File: src/rtl/i2cmbe_pkg.sv
// Shared types, command codes and last-phase indices for the I2C master byte engine.
package i2cmbe_pkg;

  typedef enum logic [1:0] {
    CMD_START = 2'd0,
    CMD_WRITE = 2'd1,
    CMD_READ  = 2'd2,
    CMD_STOP  = 2'd3
  } cmd_t;

  typedef enum logic {
    BACK_IDLE = 1'b0,
    BACK_RUN  = 1'b1
  } back_state_t;

  typedef struct packed {
    cmd_t       kind;
    logic [7:0] octet;
    logic       ack_bit;
    logic       nack;
    logic [7:0] rdata;
  } desc_t;

  localparam int PHASE_W = 5;

  localparam logic [PHASE_W-1:0] LAST_START = PHASE_W'(19);
  localparam logic [PHASE_W-1:0] LAST_WRITE = PHASE_W'(17);
  localparam logic [PHASE_W-1:0] LAST_READ  = PHASE_W'(18);
  localparam logic [PHASE_W-1:0] LAST_STOP  = PHASE_W'(2);
  localparam logic [PHASE_W-1:0] START_LEAD = PHASE_W'(2);

  localparam logic [7:0] HOLD_RESET = 8'd16;

  localparam int QUEUE_DEPTH = 2;
  localparam int QPTR_W      = $clog2(QUEUE_DEPTH);
  localparam int QCNT_W      = $clog2(QUEUE_DEPTH + 1);

  localparam logic [2:0] ADDR_PHASE_HOLD = 3'd0;

endpackage

File: src/rtl/i2cmbe_front.sv
// Command front end: classify each command into a descriptor and queue it.
module i2cmbe_front import i2cmbe_pkg::*; (
  input  logic       clk,
  input  logic       rst,
  input  logic       in_valid,
  output logic       in_ready,
  input  logic [1:0] cmd,
  input  logic [6:0] slave_address,
  input  logic       read_not_write,
  input  logic [7:0] tx_byte,
  input  logic       send_ack,
  input  logic [8:0] bus_sda,
  output logic       q_valid,
  input  logic       q_pop,
  output desc_t      q_head
);

  desc_t             queue [QUEUE_DEPTH];
  logic [QPTR_W-1:0] wr_ptr;
  logic [QPTR_W-1:0] rd_ptr;
  logic [QCNT_W-1:0] count;
  desc_t             desc_in;
  logic              push;
  logic              pop;

  always_comb begin
    desc_in.kind    = cmd_t'(cmd);
    desc_in.octet   = (cmd_t'(cmd) == CMD_START) ? {slave_address, read_not_write} : tx_byte;
    desc_in.ack_bit = ~send_ack;
    desc_in.nack    = 1'b0;
    desc_in.rdata   = 8'd0;
    case (cmd_t'(cmd))
      CMD_START, CMD_WRITE: begin
        desc_in.nack = bus_sda[8];
      end
      CMD_READ: begin
        desc_in.rdata = bus_sda[7:0];
      end
      default: begin
        desc_in.nack = 1'b0;
      end
    endcase
  end

  assign in_ready = (count != QCNT_W'(QUEUE_DEPTH));
  assign push     = in_valid && in_ready;
  assign q_valid  = (count != '0);
  assign pop      = q_pop && q_valid;
  assign q_head   = queue[rd_ptr];

  always_ff @(posedge clk) begin
    if (push) begin
      queue[wr_ptr] <= desc_in;
    end
  end

  always_ff @(posedge clk) begin
    if (rst) begin
      wr_ptr <= '0;
      rd_ptr <= '0;
      count  <= '0;
    end else begin
      if (push) begin
        wr_ptr <= wr_ptr + QPTR_W'(1);
      end
      if (pop) begin
        rd_ptr <= rd_ptr + QPTR_W'(1);
      end
      if (push && !pop) begin
        count <= count + QCNT_W'(1);
      end else if (pop && !push) begin
        count <= count - QCNT_W'(1);
      end
    end
  end

endmodule

File: src/rtl/i2cmbe_back.sv
// Phase sequencer: walk the bus phases of each queued command, hold each phase, emit beats.
module i2cmbe_back import i2cmbe_pkg::*; (
  input  logic       clk,
  input  logic       rst,
  input  logic [7:0] phase_hold_ticks,
  input  logic       q_valid,
  output logic       q_pop,
  input  desc_t      q_head,
  output logic       out_valid,
  input  logic       out_ready,
  output logic       scl_level,
  output logic       sda_level,
  output logic       ack_received,
  output logic [7:0] read_data,
  output logic       last
);

  back_state_t        state;
  back_state_t        state_next;
  desc_t              desc;
  desc_t              desc_next;
  logic [PHASE_W-1:0] idx;
  logic [PHASE_W-1:0] idx_next;
  logic [7:0]         hold;
  logic [7:0]         hold_next;
  logic               out_valid_next;
  logic               scl_next;
  logic               sda_next;
  logic               ack_next;
  logic [7:0]         rdata_next;
  logic               last_next;
  logic [PHASE_W-1:0] pos;
  logic               bit_val;
  logic               ph_scl;
  logic               ph_sda;
  logic               ph_last;
  logic               load;

  always_ff @(posedge clk) begin
    if (rst) begin
      state     <= BACK_IDLE;
      out_valid <= 1'b0;
      hold      <= '0;
      idx       <= '0;
    end else begin
      state     <= state_next;
      out_valid <= out_valid_next;
      hold      <= hold_next;
      idx       <= idx_next;
    end
  end

  always_ff @(posedge clk) begin
    desc         <= desc_next;
    scl_level    <= scl_next;
    sda_level    <= sda_next;
    ack_received <= ack_next;
    read_data    <= rdata_next;
    last         <= last_next;
  end

  always_comb begin
    pos     = (desc.kind == CMD_START) ? (idx - START_LEAD) : idx;
    bit_val = desc.octet[~pos[3:1]];
    ph_scl  = pos[0];
    ph_sda  = 1'b1;
    ph_last = 1'b0;
    case (desc.kind)
      CMD_START: begin
        ph_last = (idx == LAST_START);
        if (idx == '0) begin
          ph_scl = 1'b1;
          ph_sda = 1'b1;
        end else if (idx == PHASE_W'(1)) begin
          ph_scl = 1'b1;
          ph_sda = 1'b0;
        end else if (!pos[4]) begin
          ph_sda = bit_val;
        end
      end
      CMD_WRITE: begin
        ph_last = (idx == LAST_WRITE);
        if (!pos[4]) begin
          ph_sda = bit_val;
        end
      end
      CMD_READ: begin
        ph_last = (idx == LAST_READ);
        if (pos[4] && (pos[3:1] == 3'd0)) begin
          ph_sda = desc.ack_bit;
        end else if (pos[4]) begin
          ph_scl = 1'b0;
        end
      end
      default: begin
        ph_last = (idx == LAST_STOP);
        ph_scl  = (idx != '0);
        ph_sda  = (idx == LAST_STOP);
      end
    endcase
  end

  always_comb begin
    state_next     = state;
    desc_next      = desc;
    idx_next       = idx;
    hold_next      = (hold != '0) ? (hold - 8'd1) : hold;
    out_valid_next = out_valid && !out_ready;
    scl_next       = scl_level;
    sda_next       = sda_level;
    ack_next       = ack_received;
    rdata_next     = read_data;
    last_next      = last;
    q_pop          = 1'b0;
    load           = 1'b0;
    case (state)
      BACK_IDLE: begin
        if (q_valid) begin
          q_pop      = 1'b1;
          desc_next  = q_head;
          idx_next   = '0;
          state_next = BACK_RUN;
        end
      end
      BACK_RUN: begin
        load = (hold == '0) && (!out_valid || out_ready);
        if (load) begin
          out_valid_next = 1'b1;
          scl_next       = ph_scl;
          sda_next       = ph_sda;
          ack_next       = ph_last ? desc.nack : 1'b0;
          rdata_next     = ph_last ? desc.rdata : 8'd0;
          last_next      = ph_last;
          hold_next      = (phase_hold_ticks != '0) ? (phase_hold_ticks - 8'd1) : '0;
          idx_next       = idx + PHASE_W'(1);
          if (ph_last) begin
            state_next = BACK_IDLE;
          end
        end
      end
      default: begin
        state_next = BACK_IDLE;
      end
    endcase
  end

endmodule

File: src/rtl/i2c_master_byte_engine_core.sv
// Top level of the I2C master byte engine: register port, command front end, phase sequencer.
// Each command is walked as phase beats: start 20, write 18, read 19, stop 3 phases; the
// spacing between beats is set by phase_hold_ticks, and beats stall while out_ready is low.
// The sequencer returns to idle between commands.
// A 2-entry command queue lets new commands enter while the sequencer works.
// Synchronous reset empties the queue and output and sets phase_hold_ticks to 16.
module i2c_master_byte_engine_core import i2cmbe_pkg::*; (
  input  logic        clk,
  input  logic        rst,
  input  logic        psel,
  input  logic        penable,
  input  logic        pwrite,
  input  logic [2:0]  paddr,
  input  logic [31:0] pwdata,
  output logic [31:0] prdata,
  output logic        pready,
  input  logic        in_valid,
  output logic        in_ready,
  input  logic [1:0]  cmd,
  input  logic [6:0]  slave_address,
  input  logic        read_not_write,
  input  logic [7:0]  tx_byte,
  input  logic        send_ack,
  input  logic [8:0]  bus_sda,
  output logic        out_valid,
  input  logic        out_ready,
  output logic        scl_level,
  output logic        sda_level,
  output logic        ack_received,
  output logic [7:0]  read_data,
  output logic        last
);

  logic [7:0] phase_hold_ticks;
  logic       q_valid;
  logic       q_pop;
  desc_t      q_head;

  assign pready = 1'b1;
  assign prdata = (paddr == ADDR_PHASE_HOLD) ? {24'd0, phase_hold_ticks} : 32'd0;

  always_ff @(posedge clk) begin
    if (rst) begin
      phase_hold_ticks <= HOLD_RESET;
    end else if (psel && penable && pwrite && (paddr == ADDR_PHASE_HOLD)) begin
      phase_hold_ticks <= pwdata[7:0];
    end
  end

  i2cmbe_front u_front (
    .clk            (clk),
    .rst            (rst),
    .in_valid       (in_valid),
    .in_ready       (in_ready),
    .cmd            (cmd),
    .slave_address  (slave_address),
    .read_not_write (read_not_write),
    .tx_byte        (tx_byte),
    .send_ack       (send_ack),
    .bus_sda        (bus_sda),
    .q_valid        (q_valid),
    .q_pop          (q_pop),
    .q_head         (q_head)
  );

  i2cmbe_back u_back (
    .clk              (clk),
    .rst              (rst),
    .phase_hold_ticks (phase_hold_ticks),
    .q_valid          (q_valid),
    .q_pop            (q_pop),
    .q_head           (q_head),
    .out_valid        (out_valid),
    .out_ready        (out_ready),
    .scl_level        (scl_level),
    .sda_level        (sda_level),
    .ack_received     (ack_received),
    .read_data        (read_data),
    .last             (last)
  );

endmodule

File: config.mk
export PLATFORM = sky130hd
export DESIGN_NAME = i2c_master_byte_engine_core
export DESIGN_NICKNAME = d
export VERILOG_FILES = /design/src/rtl/i2cmbe_pkg.sv /design/src/rtl/i2cmbe_front.sv /design/src/rtl/i2cmbe_back.sv /design/src/rtl/i2c_master_byte_engine_core.sv
export SDC_FILE = /design/constraint.sdc
export NUM_CORES = 1
export LEC_CHECK = 0
export BUFFER_PORTS_ARGS = -buffer_cell sky130_fd_sc_hd__buf_2
export CAP_MARGIN = 20
export CELL_PAD_IN_SITES_DETAIL_PLACEMENT = 0
export CELL_PAD_IN_SITES_GLOBAL_PLACEMENT = 1
export CORE_MARGIN = 1
export CORE_UTILIZATION = 35
export DETAILED_ROUTE_END_ITERATION = 6
export GPL_TIMING_DRIVEN = 0
export PLACE_DENSITY = 0.64
export SETUP_SLACK_MARGIN = 0.15
export SLEW_MARGIN = 25
export SYNTH_ARGS = -nofsm -noshare
export SYNTH_HDL_FRONTEND = slang
export SYNTH_SLANG_ARGS = --single-unit
File: constraint.sdc
create_clock -name clk -period 3.6 [get_ports clk]
set_input_delay 0.54 -clock clk [delete_from_list [all_inputs] [get_ports clk]]
set_output_delay 0.54 -clock clk [all_outputs]
set_load 0.005 [all_outputs]
-- Word-level counts from Yosys, hierarchy flattened
Memory sizes are Yosys's and may differ from the RTL's. A register that Yosys moved wholly into a read port is not among the register bits.
Index checks and enable logic that the tools add are counted.
- register bits: 39
- latch bits: 0
- memory bits (writable): 40
- memory bits (read-only): 0
- output and inout port bits: 47
- logic and storage cells: 104
- memories: 1
- add/sub/neg operators: 8
- multipliers: 0
- div/mod/pow operators: 0
- order comparisons: 1
- equality and inequality tests: 12
- shift-type cells: 0
- multiplexer cells: 36
- bitwise logic cells: 3
- reductions and logical operators: 30
- memories (name ; depth ; width ; read ports ; clocked after memory_dff ; write ports ; RTL line ; RTL):
    u_front.queue ; 2 ; 20 ; 1 ; 1 ; 1 ; i2cmbe_front.sv:18 ; desc_t queue [QUEUE_DEPTH];
- operators with widths (kind ; number):
    $mux W8 ; 7
    $mux W1 ; 18
    $reduce_bool A8 Y1 ; 2
    $sub A8 B1 Y8 const B ; 2
    $eq A5 B5 Y1 const B ; 3
    $mux W5 ; 3
    $logic_and A1 B1 Y1 ; 10
    $pmux W5 S2 ; 1
    $pmux W1 S3 ; 3
    $logic_not A8 Y1 ; 1
    $logic_not A3 Y1 ; 2
    $ne A2 B2 Y1 const B ; 3
    $reduce_and A2 Y1 ; 3
    $add A5 B1 Y5 const B ; 1
    $eq A5 B1 Y1 const B ; 1
    $eq A5 B2 Y1 const B ; 1
    $logic_not A5 Y1 ; 1
    $reduce_bool A5 Y1 ; 1
    $sub A5 B2 Y5 const B ; 1
    $eq A2 B1 Y1 const B ; 2
    $eq A2 B2 Y1 const B ; 2
    $logic_not A1 Y1 ; 4
    $logic_not A2 Y1 ; 2
    $lt A3 B4 Y1 const B ; 1
    other kinds (11) ; 15

-- Depth between registers and ports, before layout
- word-level depth: 9
- gate-level depth with buffers: 8
- mapped depth without buffers: 7

-- Hierarchy
Synthesis repeated with hierarchy kept, for this count alone.
- cell total of the unflattened synthesis: 402
- area total of the unflattened synthesis: 4845.9 um^2
- modules (own cells, without submodules) (module ; times used ; cells an instance ; area each (um^2) ; seq. area each (um^2)):
    i2cmbe_back ; 1 ; 225 ; 2393.5 ; 1261.2
    i2cmbe_front ; 1 ; 106 ; 1821.7 ; 1301.2
    i2c_master_byte_engine_core ; 1 ; 71 ; 630.6 ; 160.2

-- Least setup slack after synthesis
OpenSTA, ideal clock, no wires.
- path kind: flip-flop to flip-flop
- start point: register u_back.idx[1]
- end point: register u_back.sda_level, data pin
- arrival time: 1995 ps
- required time: 3339 ps
- setup slack: 1344 ps
- stages on the path, launching flop included: 8
- buffers on the path: 0
- period minus slack after synthesis: 2256 ps
- path through: dfxtp_1 inv_1 ha_1 or3_1 o221ai_1 and2_1 o221ai_1 a221o_1
- longest elaborated chain between the ends: 9
- elaborated cells on any way between the ends: 15
- ends and longest elaborated chain (element ; RTL line ; RTL):
    start, declared ; i2cmbe_back.sv:22 ; logic [PHASE_W-1:0] idx;
    start signal, assigned ; i2cmbe_back.sv:49 ; idx <= idx_next;
    $sub A5 B2 Y5 ; i2cmbe_back.sv:63 ; pos = (desc.kind == CMD_START) ? (idx - START_LEAD) : idx;
    $mux W5 ; i2cmbe_back.sv:63 ;
    $not A3 Y3 ; i2cmbe_back.sv:64 ; bit_val = desc.octet[~pos[3:1]];
    $bmux W1 S3 ; i2cmbe_back.sv:64 ;
    $mux W1 (implied by the code) ; i2cmbe_back.sv:64 ;
    $mux W1 ; i2cmbe_back.sv:77, i2cmbe_back.sv:83 ;
    $mux W1 ; i2cmbe_back.sv:74 ; end else if (idx == PHASE_W'(1)) begin
    $mux W1 ; i2cmbe_back.sv:71 ; if (idx == '0) begin
    $pmux W1 S3 * ; i2cmbe_back.sv:68 ; case (desc.kind)
    via u_back.ph_sda ; i2cmbe_back.sv:35 ; logic ph_sda;
    end signal, assigned ; i2cmbe_back.sv:56 ; sda_level <= sda_next;
    end, declared ; i2cmbe_back.sv:12 ; output logic sda_level,
Mark *: on every way through the listed nets, which the timed path passes. The rest lies on a longest branch. The select of a mux whose other input is x is not followed.
A chain may end at the register's enable or synchronous reset.

-- Final worst setup path
Ends and elaborated chain as after synthesis.

==> metrics.txt <==
CTS sink cnt 99; drt drc 0; Reg clk slew, reported paths 0.07 ns; Pint 0.00246 W; CTS Buf Count 9; placeable core area 13200 um^2; ys async rst share 0; net switching power 0.00114 W; outcome finished, final reports clean; vias in the first global route 3101; Worst-Skew Late Latency 0.35 ns; WP data required 3.69 ns; Sequential Area 2700 um^2; drt pass-1 iters 4; initial core utilization 0.359; initial antenna violation count 0; Port Buffers 66; RSZ-0062 raised after global routing no; synthesized area per cell 12.0 um^2; Mapped Area 4750 um^2; Antenna Diode Count 0; largest net degree at the start of global routing 21; fin crit period 2.65 ns; footprint of the multi-input gates 1850 um^2; Clock power frac 0.252; Nets 577; Vias 3172; register area share after synthesis 0.569; die height 119 um; grt total ovfl 0; WL/cell 13.0 um; Fmax 378 MHz; H-tree levels 3; final RePlAce weighted congestion 0.814; CTS Root Cell clkbuf_16; fin. max-slew vios 0; Sequential Power Share 0.467; Yosys reg bits 99; DP Area 5400 um^2; die area 14000 um^2; post-synth top area share 0.455; Synth cell types 51; clock tree buffer depth 2; CTS tree done; Fillers 1305; leakage dissipation 2.23 nW; Synth area leaders edfxtp_1 (45%), dfxtp_1 (11%), mux2_2 (6.6%); Post-CTS Resized 0; leading area contributor after synthesis edfxtp_1; period utilization 0.735; Ys Warns 0; HP Class input pin to flop; worst vdd ir 0.316 mV; Total GRT Usage 0.134; Syn Inst Count 396; CP Launch Type flop; max_slew headroom 0.355; Fin. Hold Viols 0; crit path capture type flop; critical path data arrival time 2.74 ns; CP Max Fanout 9; biggest cell delay along the critical path 0.48 ns; initial DRC count 142; first-pass GRT wire length 14800 um; postcts setup bufs 0; CP cell instances inv_1 -> ha_1 -> or3_1 -> o221ai_1 -> and2_1 -> o221ai_1 -> a221o_1; MaxCap Viol Count 0; row count 42; crit path kind flop to flop; TNS Setup 0 ns; area grow syn2layout 19.4%; via/cell ratio 4.69; final setup violation count 0; cts hold-fix bufs 0; Most used DFF post-synth edfxtp_1; layout cells sized above 1 0.293; slowest stage cell on the critical path dfxtp_1; Worst Max-Slew Pin Slew 0.967 ns; Sw Ratio 0.317; most frequent CP cell o221ai_1; Final ANT Viol Nets 0; power per cell area 635 nW/um^2; EDFF count, synth 72; worst clock skew 0.00718 ns; combinational fraction of design power 0.281; final WL 8810 um; hpwl dp 6220 um; Ports 117; Chip Width 119 um; post-route design area 5670 um^2
==> final timing paths <==
check | start | end | slack, ns | depth (start not counted)
hold / removal | pwdata[4] | phase_hold_ticks[4] | 0.41 | 2
hold reg to reg | u_back.desc[3] | u_back.read_data[3] | 0.52 | 1
setup reg to reg | u_back.idx[1] | u_back.sda_level | 0.95 | 7
setup / recovery | u_back.idx[1] | u_back.sda_level | 0.95 | 7
==> cell type report <==
| type | count | area share |
|---|---|---|
| Buffer | 38 | 0.0428 |
| Clock buffer | 10 | 0.0404 |
| Clock inverter | 6 | 0.00860 |
| Inverter | 14 | 0.00926 |
| Multi-Input combinational cell | 268 | 0.326 |
| Sequential cell | 99 | 0.476 |
| Tap cell | 176 | 0.0388 |
| Timing Repair Buffer | 66 | 0.0582 |
==> cell families (layout without fill, tap and decap cells) <==
kind of cell | Yosys count | in the layout | synth area share
and+or+nand+nor | 122 | 122 | 0.143
AOI/OAI and AO/OA | 57 | 57 | 0.0814
xor gates and xnor gates | 17 | 17 | 0.0313
adders and majority gates | 11 | 11 | 0.0290
muxes | 36 | 36 | 0.0832
DFF | 99 | 99 | 0.569
buffers and inverters | 52 | 134 | 0.0621
other | 2 | 25 | 0.00158
==> layer usage <==
| metal | vias to the layer above | global-route usage | wire length (um) |
|---|---|---|---|
| met3 | 9 | 0.0299 | 414 |
| met2 | 75 | 0.227 | 4200 |
| li1 | 1580 | - | - |
| met4 | 0 | 0.0570 | 154 |
| met1 | 1508 | 0.163 | 4040 |
| met5 | - | 0 | 0 |
==> power groups by stage <==
stage	combinational [W]	sequential, W	clock, W
CTS	0.00103	0.00168	0.000935
detailed placement	0.00102	0.00171	0
finish	0.00101	0.00168	0.000907
global route	0.00114	0.00171	0.000974
floorplan	0.000781	0.00167	0
global placement	0.00101	0.00171	0
==> flip-flops by register name, summed over array words and instances, names as in the netlist <==
signal               cells
u_back.desc             20
u_back.last              1
u_back.scl_level         1
phase_hold_ticks         8
u_back.read_data         8
u_front.wr_ptr           1
u_back.ack_received      1
u_front.count            2
u_back.out_valid         1
u_front.queue           40
u_back.idx               5
u_front.rd_ptr           1
u_back.hold              8
u_back.state             1
u_back.sda_level         1
==> cell usage in the layout, fill, tap and decap left out, types with 3 or more instances in the layout <==
| master | synthesis | routed |
|---|---|---|
| mux2i_1 | 8 | 8 |
| o21ai_0 | 8 | 8 |
| dfxtp_1 | 27 | 27 |
| a211oi_1 | 5 | 5 |
| clkbuf_1 | 8 | 9 |
| xor2_1 | 12 | 12 |
| ha_1 | 11 | 11 |
| clkbuf_16 | 0 | 9 |
| nand2_1 | 20 | 20 |
| nor3_1 | 12 | 12 |
| edfxtp_1 | 72 | 72 |
| o221ai_1 | 5 | 5 |
| and2_1 | 28 | 28 |
| conb_1 | 2 | 25 |
| buf_2 | 5 | 71 |
| buf_4 | 25 | 25 |
| nand3_1 | 6 | 6 |
| nor2b_1 | 4 | 4 |
| a22oi_1 | 3 | 3 |
| xnor2_1 | 5 | 5 |
| mux2_2 | 28 | 28 |
| nand2b_1 | 6 | 6 |
| or3_1 | 3 | 3 |
| a21oi_1 | 19 | 19 |
| a31oi_1 | 4 | 4 |
| nor2_1 | 28 | 27 |
| inv_1 | 14 | 14 |
==> through the flow <==
stage	setup slack (ns)	hold slack, ns	utilization	std cells	total power, W
detailed placement	0.969	0.501	0.408	661	0.00273
finish	0.953	0.407	0.428	677	0.00360
floorplan	1.34	0.484	-	419	0.00246
global placement	1.01	0.498	0.407	661	0.00272
CTS	0.949	0.395	0.428	677	0.00365
global route	0.776	0.411	0.428	677	0.00383
==> cells in the mapped netlist (5+ instances only) <==
library cell / n
o21ai_0: 8
buf_2: 5
xor2_1: 12
dfxtp_1: 27
o221ai_1: 5
mux2i_1: 8
mux2_2: 28
inv_1: 14
xnor2_1: 5
buf_4: 25
nand3_1: 6
nor3_1: 12
nor2_1: 28
a211oi_1: 5
nand2b_1: 6
nand2_1: 20
ha_1: 11
edfxtp_1: 72
clkbuf_1: 8
a21oi_1: 19
and2_1: 28
==> worst max-delay path: cells and delay by family, from the launching register on <==
family                   cells  cell delay [ns]
AO/OA/AOI/OAI                3             0.63
AND/OR/NAND/NOR              2             0.61
flip-flops                   1             0.48
adder cells (fa/ha/maj)      1             0.43
buffers and inverters        1             0.23
No activity file was read; power rests on OpenSTA's default activity.
